### src/asei_pkg.sv
// shared types, constants and tables of the arc interpolator
// no dependencies
package asei_pkg;

   localparam logic signed [31:0] GAIN_Q30 = 32'sd652032874;

   typedef enum logic [2:0] {
      ST_IDLE, ST_DIV, ST_CORDIC, ST_MUL, ST_EMIT
   } state_type;

   typedef struct packed {
      logic signed [31:0] centre_x;
      logic signed [31:0] centre_y;
      logic signed [31:0] centre_z;
      logic signed [31:0] radius_x;
      logic signed [31:0] radius_y;
      logic signed [31:0] angle_origin;
      logic signed [31:0] sweep_angle;
      logic [5:0]         segment_count;
      logic signed [31:0] radius_delta;
      logic signed [31:0] height_delta;
   } req_type;

   typedef struct packed {
      logic signed [31:0] point_x;
      logic signed [31:0] point_y;
      logic signed [31:0] point_z;
      logic               last_point;
   } rsp_type;

   // cordic unit control
   typedef struct packed {
      logic        start;
      logic [31:0] angle;
   } cordic_ctl_type;

   typedef struct packed {
      logic               done;
      logic signed [31:0] cos_q30;
      logic signed [31:0] sin_q30;
   } cordic_sts_type;

   // atan(2^-i) in units of 2^-32 turn
   function automatic logic [29:0] atan_lookup(input logic [4:0] i);
      logic [29:0] r;
      begin
         case (i)
            5'd0: r = 30'd536870912;  5'd1: r = 30'd316933406;
            5'd2: r = 30'd167458907;  5'd3: r = 30'd85004756;
            5'd4: r = 30'd42667331;   5'd5: r = 30'd21354465;
            5'd6: r = 30'd10679838;   5'd7: r = 30'd5340245;
            5'd8: r = 30'd2670163;    5'd9: r = 30'd1335087;
            5'd10: r = 30'd667544;    5'd11: r = 30'd333772;
            5'd12: r = 30'd166886;    5'd13: r = 30'd83443;
            5'd14: r = 30'd41722;     5'd15: r = 30'd20861;
            5'd16: r = 30'd10430;     5'd17: r = 30'd5215;
            5'd18: r = 30'd2608;      5'd19: r = 30'd1304;
            5'd20: r = 30'd652;       5'd21: r = 30'd326;
            5'd22: r = 30'd163;       5'd23: r = 30'd81;
            5'd24: r = 30'd41;        5'd25: r = 30'd20;
            5'd26: r = 30'd10;        5'd27: r = 30'd5;
            5'd28: r = 30'd3;         5'd29: r = 30'd1;
            5'd30: r = 30'd1;
            default: r = 30'd0;
         endcase
         return r;
      end
   endfunction

   function automatic logic signed [31:0] sat32(input logic signed [33:0] v);
      begin
         if (v > 34'sd2147483647) return 32'sh7fffffff;
         else if (v < -34'sd2147483648) return 32'sh80000000;
         else return v[31:0];
      end
   endfunction

endpackage

### src/asei_cordic.sv
// iterative rotation-mode cordic, one micro-rotation per cycle
// depends on asei_pkg
module asei_cordic #(
   parameter int unsigned ITERATIONS = 24
) (
   input  logic                            clock,
   input  logic                            reset,
   input  asei_pkg::cordic_ctl_type        ctl,
   output asei_pkg::cordic_sts_type        sts
);
   localparam int unsigned IW = $clog2(ITERATIONS + 1);

   logic signed [33:0] x_ff, x_in, y_ff, y_in, z_ff, z_in;
   logic [1:0]         quad_ff, quad_in;
   logic [IW-1:0]      iter_ff, iter_in;
   logic               busy_ff, busy_in, done_ff, done_in;
   logic signed [33:0] dx, dy, at;

   always_comb begin
      x_in = x_ff; y_in = y_ff; z_in = z_ff; quad_in = quad_ff;
      iter_in = iter_ff; busy_in = busy_ff; done_in = 1'b0;
      dx = y_ff >>> iter_ff;
      dy = x_ff >>> iter_ff;
      at = 34'(asei_pkg::atan_lookup(5'(iter_ff)));
      if (ctl.start) begin
         x_in = 34'(asei_pkg::GAIN_Q30);
         y_in = '0;
         z_in = {4'b0, ctl.angle[21:0], 8'b0};
         quad_in = ctl.angle[23:22];
         iter_in = '0;
         busy_in = 1'b1;
      end else if (busy_ff) begin
         if (!z_ff[33]) begin
            x_in = x_ff - dx; y_in = y_ff + dy; z_in = z_ff - at;
         end else begin
            x_in = x_ff + dx; y_in = y_ff - dy; z_in = z_ff + at;
         end
         iter_in = iter_ff + 1'b1;
         if (iter_ff == IW'(ITERATIONS - 1)) begin
            busy_in = 1'b0;
            done_in = 1'b1;
         end
      end
   end

   always_ff @(posedge clock) begin
      x_ff <= x_in; y_ff <= y_in; z_ff <= z_in;
      quad_ff <= quad_in; iter_ff <= iter_in;
      if (reset) begin
         busy_ff <= 1'b0;
         done_ff <= 1'b0;
      end else begin
         busy_ff <= busy_in;
         done_ff <= done_in;
      end
   end

   always_comb begin
      sts.done = done_ff;
      case (quad_ff)
         2'd0: begin sts.cos_q30 = x_ff[31:0]; sts.sin_q30 = y_ff[31:0]; end
         2'd1: begin sts.cos_q30 = -y_ff[31:0]; sts.sin_q30 = x_ff[31:0]; end
         2'd2: begin sts.cos_q30 = -x_ff[31:0]; sts.sin_q30 = -y_ff[31:0]; end
         default: begin sts.cos_q30 = y_ff[31:0]; sts.sin_q30 = -x_ff[31:0]; end
      endcase
   end
endmodule

### config.mk
export PLATFORM = sky130hd
export DESIGN_NAME = asei_cordic
export DESIGN_NICKNAME = d
export VERILOG_FILES = /design/src/asei_pkg.sv /design/src/asei_cordic.sv
export SDC_FILE = /design/constraint.sdc
export NUM_CORES = 1
export LEC_CHECK = 0
export ABC_AREA = 1
export BUFFER_PORTS_ARGS = -buffer_cell sky130_fd_sc_hd__clkbuf_2
export CORE_ASPECT_RATIO = 0.6
export CORE_MARGIN = 2
export CORE_UTILIZATION = 58
export DETAILED_ROUTE_END_ITERATION = 7
export HOLD_SLACK_MARGIN = 0.02
export PLACE_DENSITY = 0.78
export SYNTH_ARGS = -nofsm -noshare
export SYNTH_HDL_FRONTEND = slang
export SYNTH_SLANG_ARGS = --single-unit
### constraint.sdc
create_clock -name clock -period 4.01 [get_ports clock]
set_clock_uncertainty 0.1 [all_clocks]
set_input_delay 0.802 -clock clock [delete_from_list [all_inputs] [get_ports clock]]
set_output_delay 0.802 -clock clock [all_outputs]
set_load 0.01 [all_outputs]
==> flow_metrics.tcl, run 1 <==
set metrics [dict create \
    ys_types 61 \
    fp.dieH_um 145 \
    clockBufferDepth 2 \
    synth_top_area_frac 0.166 \
    syn-num-nets 3426 \
    worst-ep-kind "register input" \
    hpwl_mm 71.6 \
    yosys_warnings 0 \
    synthTopCellsByArea "nand2_1 17%, dfxtp_1 12%, nand3_1 12%" \
    postSynthCellCount 3276 \
    synth.avg_cell_area_um2 5.87 \
    pin_count 100 \
    cts_max_level 4 \
    status "did not finish" \
    placed_cell_area_um2 25400 \
    synth-seq-area-share 0.159 \
    synthArstFlopShare 0 \
    rows 51 \
    yosysTopAreaCell "nand2_1" \
    synth-edff-count 24 \
    place_inst 4386 \
    place_congestion 1.12 \
    io_buffers 91 \
    root_buffer "clkbuf_16" \
    stop_stage "5_1_grt" \
    dieWidth_um 239 \
    cts_buffers 17 \
    initial_core_util 0.591 \
    repair-timing-grt-worst-ep "y_ff[33]$_SDFFE_PP0P_/D" \
    cts_num_sinks 141 \
    track_usage 0.893 \
    grt_max_degree 70 \
    synth_seq_cells 141 \
    synth_area_um2 19200 \
    hold_buffers 0 \
    firstError "[ERROR GRT-0232] Routing congestion too high. Check the congestion heatmap in the GUI." \
    gr-total-overflow 468 \
    synthFlopType "dfxtp_1" \
]
[metal layers]
metal | overflow | GRT usage
met1 | 13 | 0.891
met4 | 139 | 0.898
met5 | 0 | 0.570
met2 | 291 | 0.996
met3 | 25 | 0.803
[per-stage QoR]
step | setup TNS [ns] | worst slack (ns) | hold WS, ns | utilization
4_1_cts | -9.64 | -0.451 | 0.372 | 0.863
3_3_place_gp | -14.66 | -0.634 | 0.346 | 0.781
3_5_place_dp | -23.65 | -0.770 | 0.362 | 0.781
2_1_floorplan | 0 | 0.00447 | 0.333 | -
[what timing repair did]
item | in CTS
setup endpoints to repair | 84
hold endpoints to repair | 0
pin swaps | 159
gates resized for setup | 432
buffers inserted | 45
[cells by family after synthesis]
family / count (synthesis) / share of synthesized area
flops: 141 / 0.159
simple gates: 1756 / 0.398
fa+ha+maj: 115 / 0.0760
compound gates: 574 / 0.180
buf+inv: 513 / 0.107
xor+xnor: 177 / 0.0806
[cell usage after synthesis, types with 5 or more instances]
library cell / n
a31oi_1: 34
xor2_1: 120
a21o_1: 13
nand3_1: 455
nand4_1: 37
inv_2: 11
a221oi_1: 18
edfxtp_1: 24
inv_1: 335
buf_6: 5
dfxtp_1: 117
o211ai_1: 9
ha_1: 112
o21ai_1: 23
nor2_2: 13
o21ai_0: 148
nand2_1: 851
a22oi_1: 6
o221ai_1: 10
buf_1: 17
xnor2_1: 57
o21a_1: 16
nor3_1: 31
buf_2: 45
nand2_2: 22
o22ai_1: 51
nand3_2: 12
nor4_1: 13
o31ai_1: 9
or2_2: 10
o2111ai_1: 35
a21oi_1: 169
clkbuf_1: 91
nor2_1: 290
a21boi_0: 7
==> inputs of run 2 (changes only) <==
--- a/config.mk
+++ b/config.mk
@@ -7,12 +7,10 @@
 export LEC_CHECK = 0
 export ABC_AREA = 1
 export BUFFER_PORTS_ARGS = -buffer_cell sky130_fd_sc_hd__clkbuf_2
-export CORE_ASPECT_RATIO = 0.6
 export CORE_MARGIN = 2
-export CORE_UTILIZATION = 58
+export CORE_UTILIZATION = 40
 export DETAILED_ROUTE_END_ITERATION = 7
-export HOLD_SLACK_MARGIN = 0.02
-export PLACE_DENSITY = 0.78
+export PLACE_DENSITY_LB_ADDON = 0.15
 export SYNTH_ARGS = -nofsm -noshare
 export SYNTH_HDL_FRONTEND = slang
 export SYNTH_SLANG_ARGS = --single-unit
==> constraint.sdc (replaced) <==
create_clock -name clock -period 5.21 [get_ports clock]
set_clock_uncertainty 0.1 [all_clocks]
set_input_delay 1.042 -clock clock [delete_from_list [all_inputs] [get_ports clock]]
set_output_delay 1.042 -clock clock [all_outputs]
set_load 0.01 [all_outputs]
==> run 2 against run 1 <==
The flow now finishes without violations; synthesized cell count unchanged; area after synthesis unchanged.
==> flow_metrics.tcl, run 2 <==
set metrics [dict create \
    grt_setup_unrepaired "yes" \
    critical-path-slowest-cell "dfxtp_1" \
    hold_path_end "z_ff[32]$_SDFFE_PP0P_" \
    synth_most_common_cell "nand2_1" \
    timing.rr.end "y_ff[33]$_SDFFE_PP0P_" \
    highest_layer "met5" \
    synth_seq_cells 141 \
    wl_met3_mm 5.39 \
    fin_util 0.452 \
    drt-vias-per-instance 5.78 \
    syn2layout_area_growth_pct 11.9 \
    grt_pass1_vias 21500 \
    reg2reg_from "iter_ff[0]$_SDFFE_PP0P_" \
    synthFlopType "dfxtp_1" \
    seqCellArea_um2 3070 \
    leakage_nw 10.5 \
    post-route-min-period_ns 5.00 \
    cts_tree "done" \
    path_cells "inv_1 > ha_1 > nand3_1 > inv_1 > nand4_1 > nor2_1 > nand4_1 > nor2_1 > nand3_1 > xor2_1 > o21ai_1 > a21oi_1 > o21ai_0 > clkbuf_2" \
    cts_max_level 4 \
    maxCapViolations 0 \
    postSynthCellCount 3276 \
    max_freq_ghz 0.200 \
    syn-num-nets 3426 \
    hold_viol 0 \
    dr_wl_met2_mm 39.6 \
    initial_core_util 0.404 \
    dp_slack_ns 0.109 \
    place_congestion 0.986 \
    tightest_slew_ns 1.13 \
    gr-total-overflow 0 \
    track_usage 0.336 \
    synth-seq-area-share 0.159 \
    drive_gt1_frac 0.111 \
    nets 3486 \
    cp.buffers_inverters 3 \
    grt_max_degree 72 \
    cpLargestDelayFamily "simple AND/OR/NAND/NOR gates" \
    synthTopCellsByArea "nand2_1 17%, dfxtp_1 12%, nand3_1 12%" \
    arrival_ns 3.86 \
    r2r_cells 34 \
    ir_drop_uv 301 \
    coreArea_um2 47500 \
    startpoint_type "flip-flop" \
    holdPathStages 2 \
    final_common_cell "nand2_1" \
    clockBufferDepth 2 \
    min_from "z_ff[32]$_SDFFE_PP0P_" \
    r2r_setup_slack_ns 0.24 \
    die-area_um2 49800 \
    wl_per_cell_um 21.4 \
    max_slew_margin 0.247 \
    drt_iter0_drc 2380 \
    synth-edff-count 24 \
    synthArstFlopShare 0 \
    drc_errors 0 \
    cts_num_sinks 141 \
    grt_antenna_before_repair 1 \
    path_class "reg -> out" \
    fin_crit_sh 0.959 \
    grt_pass1_wl_mm 127 \
    wl_met1_mm 35.0 \
    worstSkewPairLatency_ns 0.52 \
    dieWidth_um 223 \
    cp-end-kind "output port" \
    first_pass_iters 5 \
    root_buffer "clkbuf_16" \
    final_cell_mix "845 x nand2_1, 454 x nand3_1, 332 x inv_1, 279 x nor2_1, 161 x a21oi_1" \
    worst_path_largest_cell_delay_ns 0.38 \
    top_regs "x_ff: 34 flops, y_ff: 34 flops, z_ff: 34 flops" \
    synth_area_um2 19200 \
    fp.dieH_um 223 \
    path_max_fanout 5 \
    synth.avg_cell_area_um2 5.87 \
    fin_cells 3964 \
    hold_class "reg -> reg" \
    finalWirelength_mm 84.9 \
    drtAntennaViolNets 0 \
    power_density_nw_per_um2 677 \
    multi_input_area_um2 14300 \
    status "completed" \
    cts_buffers 17 \
    finalSetupViolCount 0 \
    num_antenna_cells 0 \
    n_fill_cell 5203 \
    synth_common_cells "851 x nand2_1, 455 x nand3_1, 335 x inv_1, 290 x nor2_1, 169 x a21oi_1" \
    yosysTopAreaCell "nand2_1" \
    clk_pin_slew_ns 0.07 \
    timing.final.ws_setup_ns 0.212 \
    crit_required_ns 4.07 \
    ys_types 61 \
    pin_count 100 \
    place_inst 3929 \
    yosys_warnings 0 \
    rows 80 \
    dr_total_vias 22900 \
    hpwl_mm 67.9 \
    slew_violations 0 \
    io_buffers 91 \
    synth_top_area_frac 0.166 \
]
-- run 2: cell families (layout without fill, tap and decap cells) --
kind of cell / Yosys count / in the layout / share of synthesized area
xor+xnor: 177 / 177 / 0.0806
fa+ha+maj: 115 / 115 / 0.0760
compound gates: 574 / 574 / 0.180
buf+inv: 513 / 586 / 0.107
simple gates: 1756 / 1756 / 0.398
flops: 141 / 141 / 0.159
-- run 2: worst max-delay path by stage --
stage / from / endpoint / slack, ns / depth (start not counted)
floorplan: iter_ff[0]$_SDFFE_PP0P_ / x_ff[31]$_SDFFE_PP0P_ / 1.06 / 34
global placement: iter_ff[1]$_SDFFE_PP0P_ / y_ff[33]$_SDFFE_PP0P_ / 0.17 / 34
detailed placement: iter_ff[1]$_SDFFE_PP0P_ / y_ff[33]$_SDFFE_PP0P_ / 0.11 / 34
CTS: iter_ff[1]$_SDFFE_PP0P_ / y_ff[33]$_SDFFE_PP0P_ / 0.08 / 34
global route: iter_ff[0]$_SDFFE_PP0P_ / y_ff[33]$_SDFFE_PP0P_ / -0.03 / 35
finish: x_ff[0]$_SDFFE_PP0P_ / sts[62] / 0.21 / 14
-- run 2: per-layer routing --
metal  track usage  vias to the layer above
li1              -                    11100
met1         0.405                    10700
met2         0.565                      833
met3        0.0632                      188
met4         0.183                        2
met5             0                        -
-- run 2: power by group --
| part | total [mW] | internal [mW] | switching, mW |
|---|---|---|---|
| clock | 1.34 | 0.708 | 0.631 |
| sequential | 1.94 | 1.38 | 0.559 |
| combinational | 11.3 | 3.94 | 7.34 |
-- run 2: cell type report --
| type | instances | area share |
|---|---|---|
| timing repair buffer | 204 | 0.0674 |
| multi-input combinational | 2622 | 0.664 |
| clock buffer | 18 | 0.0209 |
| tap | 615 | 0.0358 |
| inverter | 350 | 0.0612 |
| sequential | 141 | 0.143 |
| clock inverter | 14 | 0.00739 |
-- run 2: per-stage QoR --
step	power, mW	cell area [um^2]	hold WS (ns)	setup TNS, ns
after floorplan	9.15	19200	0.333	0
after global placement	12.7	20700	0.349	0
after detailed placement	12.8	20700	0.348	0
after CTS	14.2	21300	0.361	0
after global routing	15.8	21500	0.387	-0.0328
final	14.6	21500	0.358	0
-- run 2: timing repair --
action	4_1_cts	5_1_grt
gates resized for setup	0	45
hold buffers	0	0
endpoints found under the setup margin	0	15
setup buffers	0	2
-- run 2: tightest hold or removal path: stages (launching register included) --
cell and delay (ns):
dfxtp_1 0.31, nand2_1 0.06, nand2_1 0.04
Note: power is estimated with default switching activity, not from simulation.
