$ cat src/asei_divider.sv
// shared restoring divider, signed 32-bit by 6-bit count, one quotient bit a cycle
// depends on nothing
module asei_divider (
   input  logic               clock,
   input  logic               reset,
   input  logic               start,
   input  logic signed [31:0] dividend,
   input  logic [5:0]         divisor,
   output logic               done,
   output logic signed [31:0] quotient
);
   logic [31:0] mag_ff, mag_in, q_ff, q_in;
   logic [6:0]  rem_ff, rem_in;
   logic [5:0]  dv_ff, dv_in;
   logic [5:0]  cnt_ff, cnt_in;
   logic        neg_ff, neg_in, busy_ff, busy_in, done_ff, done_in;
   logic [6:0]  trial;

   always_comb begin
      mag_in = mag_ff; q_in = q_ff; rem_in = rem_ff; dv_in = dv_ff;
      cnt_in = cnt_ff; neg_in = neg_ff; busy_in = busy_ff; done_in = 1'b0;
      trial = {rem_ff[5:0], mag_ff[31]};
      if (start) begin
         mag_in = dividend[31] ? 32'(-dividend) : dividend;
         neg_in = dividend[31];
         dv_in = divisor;
         rem_in = '0;
         q_in = '0;
         cnt_in = '0;
         busy_in = 1'b1;
      end else if (busy_ff) begin
         mag_in = {mag_ff[30:0], 1'b0};
         if (trial >= {1'b0, dv_ff}) begin
            rem_in = trial - {1'b0, dv_ff};
            q_in = {q_ff[30:0], 1'b1};
         end else begin
            rem_in = trial;
            q_in = {q_ff[30:0], 1'b0};
         end
         cnt_in = cnt_ff + 1'b1;
         if (cnt_ff == 6'd31) begin
            busy_in = 1'b0;
            done_in = 1'b1;
         end
      end
   end

   always_ff @(posedge clock) begin
      mag_ff <= mag_in; q_ff <= q_in; rem_ff <= rem_in; dv_ff <= dv_in;
      cnt_ff <= cnt_in; neg_ff <= neg_in;
      if (reset) begin
         busy_ff <= 1'b0;
         done_ff <= 1'b0;
      end else begin
         busy_ff <= busy_in;
         done_ff <= done_in;
      end
   end

   assign done = done_ff;
   assign quotient = neg_ff ? -q_ff : q_ff;
endmodule

$ cat config.mk
export PLATFORM = sky130hd
export DESIGN_NAME = asei_divider
export DESIGN_NICKNAME = d
export VERILOG_FILES = /design/src/asei_divider.sv
export SDC_FILE = /design/constraint.sdc
export NUM_CORES = 1
export LEC_CHECK = 0
export BUFFER_PORTS_ARGS = -buffer_cell sky130_fd_sc_hd__buf_2
export CORE_UTILIZATION = 50
export DETAILED_ROUTE_END_ITERATION = 16
export PLACE_DENSITY = 0.71
export SLEW_MARGIN = 20
export SYNTH_ARGS = -nofsm -noshare
export SYNTH_HDL_FRONTEND = slang
export SYNTH_SLANG_ARGS = --single-unit
$ cat constraint.sdc
create_clock -name clock -period 2.6 [get_ports clock]
set_clock_uncertainty 0.1 [all_clocks]
set_input_delay 0.52 -clock clock [delete_from_list [all_inputs] [get_ports clock]]
set_output_delay 0.52 -clock clock [all_outputs]
set_load 0.1 [all_outputs]
**Word-level counts from Yosys, hierarchy flattened**

Index checks and enable logic that the tools add are counted.

- Add/sub/neg operators: 4
- Bitwise operators: 1
- Muxes and demuxes: 10
- Equal/unequal tests: 1
- Order comparisons: 1
- Reductions and logical operators: 2

Operators with widths:

| kind | count |
|---|---|
| 32-bit two-way mux | 4 |
| 32-bit negator | 2 |
| 7-bit by 6-bit >= comparator with 1-bit output | 1 |
| 6-bit by 1-bit adder with 6-bit output, second input constant | 1 |
| 6-bit by 5-bit == test with 1-bit output, second input constant | 1 |
| 6-bit two-way mux | 1 |
| 6-bit subtractor | 1 |
| 1-bit two-way mux | 5 |
| 3-bit OR reduction | 1 |
| 2-bit nonzero test | 1 |
| 1-bit NOT | 1 |

- Input bits: 41
- Register bits after elaboration: 85
- Output and inout bits: 33
- Word-level logic and storage cells: 27

**Longest topological paths before layout**

Gate-level depths: netlist (run 1).

- Word-level depth: 4
- Gate-level depth with buffers: 8
- Depth with buffers taken out: 8

**Worst setup path after synthesis (run 1)**

No wires, ideal clock.

- Kind: register to output
- Start point: register neg_ff
- End point: output quotient[1]
- Path slack: -0.781 ns
- Data arrival time: 2.761 ns
- Stages on the path, launching flop included: 3
- Buffers on the path: 1
- Data required time: 1.980 ns
- Path through: edfxtp_1 > clkbuf_1 > o21ai_0

- Longest elaborated chain between the ends: 1

Ends and longest elaborated chain:

| what | line | RTL |
|---|---|---|
| start, declared | 16 | `logic neg_ff, neg_in, busy_ff, busy_in, done_ff, done_in;` |
| start signal, assigned | 50 | `cnt_ff <= cnt_in; neg_ff <= neg_in;` |
| 32-bit two-way mux | 61 | `assign quotient = neg_ff ? -q_ff : q_ff;` |
| end, declared | 10 | `output logic signed [31:0] quotient` |

No other way between the ends.

**Worst setup path in the final report (run 1)**

- Start point: register q_ff[12]
- End point: output quotient[25]

- Longest elaborated chain between the ends: 2

Ends and longest elaborated chain:

| what | line | RTL |
|---|---|---|
| start, declared | 12 | `logic [31:0] mag_ff, mag_in, q_ff, q_in;` |
| start signal, assigned | 49 | `mag_ff <= mag_in; q_ff <= q_in; rem_ff <= rem_in; dv_ff <= dv_in;` |
| 32-bit negator | 61 |  |
| 32-bit two-way mux | 61 |  |

No other way between the ends.

==> metrics.yaml, run 1 <==
sta:
  max_freq_ghz: 0.326
  finalCriticalPeriod_ns: 3.07
  hold-worst-slack_ns: 0.243
  worst_pin_slew_ns: 0.604
  setup_ws_ns: -0.468
  tns_ns: -5.61
  setup_viol: 22
  finalMaxSlewViolations: 0
  rsz0062_at_grt: "true"
  relSlewSlack: 0.597
  fin_crit_sh: 1.18
  hold_violations: 0
finish:
  diodes: 0
  fin_nets: 660
  stdcell_count: 742
  nFillCells: 704
  areaGrowthSynthToFinish_pct: 37.8
  layout-drive-gt1-share: 0.330
  fin_util: 0.722
grt:
  gr-total-overflow: 0
  grt_pass1_vias: 3873
  grt_antenna_before_repair: 0
  grt_start_max_net_pins: 67
  grt_util_all_layers: 0.219
  grt_pass1_wl_microns: 17600
run_status:
  violations: "negative setup slack"
  status: "finished, violations left"
worst_setup_path:
  cp_max_fo: 4
  path_cells: "or4_4 > nor3_4 > nand4_1 > buf_6 > buf_4 > o21ai_2 > buf_6 > xnor2_4 > buf_12"
  critPathSlowestCell: "or4_4"
  worstPathRequired_ns: 1.98
  crit_family: "simple AND/OR/NAND/NOR gates"
  crit_top_cell: "buf_6"
  path_buf_inv: 4
  end_kind: "output pin"
  slowest_delay_ns: 0.56
  path_class: "reg -> out"
  critPathLaunchType: "flop"
  worstPathArrival_ns: 2.45
synth:
  synth_nets: 562
  ys_warn_count: 0
  yosysSeqAreaShare: 0.424
  syn_inst: 510
  ys_types: 54
  syn-mean-instance-area_sq_um: 9.68
  ys_seq_elements: 85
  synthesis.area_sq_um: 4930
clocking:
  insertion_delay_ns: 0.35
  cts_made_buffers: 9
  cts-root-buf: "clkbuf_8"
  clock-sinks: 85
  cts_tree: "done"
  clockBufferDepth: 2
  ctsHtreeMaxLevel: 3
  clkTransAtPathRegs_ns: 0.08
power_and_ir_drop:
  ir_drop_v: 0.000325
  p_leak_nw: 2.85
  power_density_nw_per_um2: 544
routing:
  routed_wl_microns: 10500
  wire_per_inst_microns: 14.2
  remaining_drc_errors: 0
  first_pass_iters: 4
  drt_iter0_markers: 139
  via_per_inst: 5.43
  drtAntennaViolNets: 0
  vias: 4027
placement:
  globalplace.congestion: 0.810
  placed_cells: 723
  dp_hpwl_microns: 7610
  place.port_buffers: 73
  place_ws_ns: -0.160
worst_hold_path:
  hold_class: "in -> reg"
floorplan:
  row_count: 35
  die_h_microns: 101
  ios: 74
  start_util: 0.524
  die_area_sq_um: 10300
  core-area_sq_um: 9420
  die_w_microns: 101
flow_run:
  cap_violations: 0
-- sequential cells by signal, summed over array words and instances (netlist names) --
| register | count |
|---|---|
| dv_ff | 6 |
| rem_ff | 6 |
| cnt_ff | 6 |
| q_ff | 32 |
| mag_ff | 32 |
| done | 1 |
| busy_ff | 1 |
| neg_ff | 1 |
-- layer usage --
layer / up-vias / share of wire / routed length (microns) / global-route usage
met5: - / 0 / 0 / 0
met4: 0 / 0.017 / 175 / 0.0769
met3: 14 / 0.040 / 424 / 0.0449
met2: 104 / 0.49 / 5210 / 0.378
met1: 1895 / 0.45 / 4720 / 0.271
li1: 2014 / - / - / -
-- final cells by class --
type,count,area [sq um],share of cell area
well taps,129,161,0.0237
inverters,16,60.1,0.00883
clock inverters,3,42.5,0.00626
repair buffers,117,1200,0.176
clock buffers,13,171,0.0252
flip-flops and latches,85,2090,0.308
multi-input cells,379,3070,0.452
-- kinds of logic (layout without fill, tap and decap cells) --
kind of cell,after synthesis,count (layout),synth area share
compound gates,97,97,0.135
xor+xnor,65,65,0.115
fa+ha+maj,11,11,0.0294
buf+inv,46,149,0.0360
flops,85,85,0.424
mux,42,42,0.0872
simple gates,164,164,0.173
-- worst paths after layout --
| path | from | end | slack, ns | depth (start not counted) |
|---|---|---|---|---|
| setup / recovery | q_ff[12]$_SDFFE_PP0P_ | quotient[25] | -0.47 | 9 |
| hold / removal | divisor[3] | dv_ff[3]$_DFFE_PP_ | 0.24 | 1 |
| setup reg to reg | dv_ff[2]$_DFFE_PP_ | rem_ff[1]$_SDFFE_PP0P_ | 0.37 | 7 |
| hold reg to reg | cnt_ff[5]$_SDFFE_PP0P_ | cnt_ff[5]$_SDFFE_PP0P_ | 0.41 | 2 |
-- worst register-to-register path: cells and delay by family (launching register included) --
kind | cells | cell delay [ns]
and+or+nand+nor | 2 | 0.72
AOI/OAI and AO/OA | 3 | 0.57
adders and majority gates | 1 | 0.36
DFF | 1 | 0.32
buffers and inverters | 1 | 0.04
-- cells in the mapped netlist, drive strengths merged --
master | count | share of area
o211ai | 1 | 0.0015
nand3 | 3 | 0.0041
edfxtp | 39 | 0.24
and4 | 1 | 0.0018
nand2b | 4 | 0.0051
mux2i | 37 | 0.075
ha | 10 | 0.025
o21ai | 23 | 0.023
a211o | 1 | 0.0018
a311oi | 2 | 0.0036
a21oi | 30 | 0.030
a21o | 2 | 0.0030
nor2b | 5 | 0.0063
or4b | 1 | 0.0020
nor4b | 1 | 0.0018
dfxtp | 46 | 0.19
nand4 | 10 | 0.016
a221oi | 1 | 0.0018
nand4b | 3 | 0.0053
xor2 | 26 | 0.046
a21boi | 1 | 0.0015
o32ai | 1 | 0.0018
or2 | 7 | 0.0089
o41ai | 11 | 0.027
nand2 | 23 | 0.017
nor2 | 82 | 0.062
o311ai | 1 | 0.0018
a41oi | 1 | 0.0033
a211oi | 4 | 0.0061
nor3 | 3 | 0.0041
inv | 16 | 0.012
nor4 | 8 | 0.019
nor3b | 2 | 0.0030
mux2 | 5 | 0.012
fa | 1 | 0.0041
and2 | 1 | 0.0013
nand3b | 1 | 0.0015
or4 | 4 | 0.0068
o31ai | 18 | 0.028
buf | 10 | 0.0086
clkbuf | 20 | 0.015
or3 | 5 | 0.0063
xnor2 | 39 | 0.069
-- timing repair --
action | in CTS | in global routing
buffers inserted | 1 | 2
setup endpoints to repair | 23 | 25
hold buffers | 0 | 0
hold endpoints to repair | 0 | 0
resized for setup | 5 | 10
pin swaps | 1 | 5
-- stage by stage --
stage          instance area, sq um  total power, mW
2_1_floorplan                  5270             2.35
6_report                       6800             3.70
3_5_place_dp                   6480             2.73
3_3_place_gp                   6480             2.70
4_1_cts                        6730             3.72
5_1_grt                        6800             3.85
-- power breakdown --
group / switching (mW) / leakage, nW / internal (mW)
Clock: 0.458 / 0.108 / 0.532
Sequential: 0.0380 / 0.758 / 1.50
Combinational: 0.707 / 1.99 / 0.469
Total: 1.20 / 2.85 / 2.50
-- layout by cell type, fill, tap and decap left out, types with 5 or more instances in the layout --
master,instances
mux2i_1,37
nand2_1,23
xor2_1,26
o31ai_1,14
inv_1,16
buf_4,41
ha_1,10
xnor2_2,23
o41ai_2,5
nor2_1,82
buf_2,41
dfxtp_1,44
clkbuf_8,10
nand4_1,9
edfxtp_1,39
xnor2_4,7
nor2b_1,5
o21ai_0,18
buf_12,33
o41ai_1,5
or2_2,7
or3_1,5
xnor2_1,9
a21oi_1,30
Power figures use the tool's default switching activity.
==> run 2, diff against run 1 <==
--- a/config.mk
+++ b/config.mk
@@ -5,9 +5,12 @@
 export SDC_FILE = /design/constraint.sdc
 export NUM_CORES = 1
 export LEC_CHECK = 0
+export ABC_AREA = 1
 export BUFFER_PORTS_ARGS = -buffer_cell sky130_fd_sc_hd__buf_2
+export CAP_MARGIN = 5
 export CORE_UTILIZATION = 50
 export DETAILED_ROUTE_END_ITERATION = 16
+export MAX_ROUTING_LAYER = met4
 export PLACE_DENSITY = 0.71
 export SLEW_MARGIN = 20
 export SYNTH_ARGS = -nofsm -noshare
==> run 2 against run 1 <==
The flow now finishes without violations; routed wire length is 30% higher; cell count is 27% higher; sequential share of layout area is 0.69 points lower; critical path type unchanged; critical endpoint is now quotient[15]; highest routed layer unchanged.
==> metrics.yaml, run 2 <==
flow_run:
  cap_violations: 0
clocking:
  clkTransAtPathRegs_ns: 0.10
  insertion_delay_ns: 0.38
  hold_buffers: 0
  clock-sinks: 85
  cts-root-buf: "clkbuf_8"
  cts_tree: "done"
  cts_made_buffers: 9
  ctsHtreeMaxLevel: 3
  clockBufferDepth: 2
finish:
  diodes: 0
  areaGrowthSynthToFinish_pct: 32.2
  fin_nets: 854
  layout-drive-gt1-share: 0.289
  final_cell_mix: "nand2_1, inv_1, nor2_1, nand3_1, buf_2"
  fin_util: 0.681
  largestRegisters: "mag_ff: 32 flops, q_ff: 32 flops"
  nFillCells: 833
  final_common_cell: "nand2_1"
worst_setup_path:
  critPathLaunchType: "flop"
  end_kind: "output pin"
  worstPathArrival_ns: 1.96
  rr_startpoint: "dv_ff[2]$_DFFE_PP_"
  r2r_end: "rem_ff[1]$_SDFFE_PP0P_"
  reg2reg_slack_ns: 0.74
  path_class: "reg -> out"
  cp_max_fo: 4
  r2r_cells: 10
  worstPathRequired_ns: 1.98
routing:
  wire_per_inst_microns: 14.5
  drtAntennaViolNets: 0
  drt_iter0_markers: 187
  remaining_drc_errors: 0
  via_per_inst: 5.38
  first_pass_iters: 5
  routed_wl_microns: 13700
  vias: 5076
synth:
  netlist_top_cells_count: "nand2_1, inv_1, nor2_1"
  synthesis.area_sq_um: 5300
  ys_types: 42
  synth-edff-count: 39
  synth_top_flop_cell: "dfxtp_1"
  ys_warn_count: 0
  syn-mean-instance-area_sq_um: 7.36
  synth_top_area_cell: "edfxtp_1"
  async_flop_share: 0
  ys_top_cells_by_area: "edfxtp_1, dfxtp_1, nand2_1"
  synth.most_common_cell: "nand2_1"
  ys_seq_elements: 85
  synth_nets: 771
  synth_top_area_share: 0.221
  yosysSeqAreaShare: 0.395
  syn_inst: 719
sta:
  hold_violations: 0
  relSlewSlack: 0.667
  fin_crit_sh: 0.992
  finalCriticalPeriod_ns: 2.58
  max_freq_ghz: 0.388
  setup_viol: 0
  finalMaxSlewViolations: 0
  rsz0062_at_grt: "true"
  worst_pin_slew_ns: 0.499
placement:
  globalplace.congestion: 0.922
  place.port_buffers: 73
  dp_hpwl_microns: 9990
grt:
  grt_start_max_net_pins: 33
  gr-total-overflow: 0
  grt_pass1_wl_microns: 22400
  grt_pass1_vias: 4878
  grt_antenna_before_repair: 0
  grt_util_all_layers: 0.262
power_and_ir_drop:
  p_leak_nw: 3.21
  power_density_nw_per_um2: 484
  p_total_mw: 3.39
  ir_drop_v: 0.000267
worst_hold_path:
  whs_path_depth: 1
  hold-path-endpoint: "dv_ff[3]$_DFFE_PP_"
  hold_start: "divisor[3]"
  hold_class: "in -> reg"
run_status:
  status: "finished clean"
floorplan:
  ios: 74
  die_h_microns: 105
  core-area_sq_um: 10300
  die_area_sq_um: 11000
  row_count: 37
  start_util: 0.515
  die_w_microns: 105
-- run 2: changes by cell type in the layout (fill, tap and decap cells not counted), sizes merged, moves of 10 or more --
| cell | before | now |
|---|---|---|
| a21oi | 30 | 7 |
| buf | 117 | 95 |
| inv | 16 | 96 |
| mux2i | 37 | 0 |
| nand2 | 23 | 179 |
| nand3 | 3 | 65 |
| nor3 | 3 | 13 |
| o21ai | 23 | 49 |
| o22ai | 0 | 31 |
| o31ai | 18 | 3 |
| o41ai | 11 | 0 |
| xnor2 | 39 | 2 |
| xor2 | 26 | 40 |
-- run 2: worst max-delay path by stage --
| stage | start | cells after the start | to |
|---|---|---|---|
| after floorplan | q_ff[1]$_SDFFE_PP0P_ | 8 | quotient[20] |
| after global placement | q_ff[1]$_SDFFE_PP0P_ | 10 | quotient[12] |
| after detailed placement | q_ff[1]$_SDFFE_PP0P_ | 10 | quotient[12] |
| after CTS | q_ff[0]$_SDFFE_PP0P_ | 8 | quotient[22] |
| after global routing | q_ff[14]$_SDFFE_PP0P_ | 8 | quotient[25] |
| final | q_ff[4]$_SDFFE_PP0P_ | 7 | quotient[15] |
-- run 2: repair_timing --
| action | CTS | global route |
|---|---|---|
| setup endpoints to repair | 19 | 24 |
| resized for setup | 35 | 37 |
| endpoints found under the hold margin | 0 | 0 |
| buffers inserted | 7 | 2 |
| pin swaps | 17 | 11 |
-- run 2: layer usage --
| layer | wire length, microns | global-route usage |
|---|---|---|
| met1 | 5870 | 0.311 |
| met2 | 6770 | 0.444 |
| met3 | 675 | 0.0437 |
| met4 | 402 | 0.108 |
| met5 | 0 | - |
-- run 2: stage by stage --
stage,setup TNS [ns],setup slack (ns),instances,instance area (sq um),hold WS (ns)
after floorplan,-0.490,-0.195,719,5510,0.339
after global routing,-0.693,-0.0832,943,7000,0.187
after CTS,-0.0102,-0.00956,941,6870,0.201
after global placement,0,0.233,918,6440,0.352
after detailed placement,0,0.174,918,6440,0.363
final,0,0.0209,943,7000,0.211
-- run 2: cells by family after synthesis --
logic type | count (synthesis) | share of synthesized area
AND/OR/NAND/NOR | 365 | 0.308
adder cells (fa/ha/maj) | 11 | 0.0274
XOR/XNOR | 42 | 0.0695
buffers and inverters | 118 | 0.0886
flip-flops | 85 | 0.395
AO/OA/AOI/OAI | 98 | 0.112
-- run 2: power breakdown --
part	internal [mW]	total [mW]	switching (mW)
clock	0.577	1.12	0.539
sequential	1.49	1.52	0.0302
combinational	0.253	0.751	0.498
total	2.32	3.39	1.07
-- run 2: cell type report --
type                       count  area [sq um]  area share
clock buffer                  11           174      0.0248
clock inverter                 5          72.6      0.0104
inverter                      94           358      0.0511
multi-input combinational    516          3150       0.450
sequential                    85          2110       0.301
tap                          136           170      0.0243
timing repair buffer          96           963       0.138
-- run 2: critical path, cell delays in order (launching register included) --
cell	delay, ns
dfxtp_2	0.41
inv_1	0.14
nand3_2	0.14
nor2_4	0.05
buf_4	0.13
a21oi_1	0.24
xor2_2	0.27
buf_12	0.21
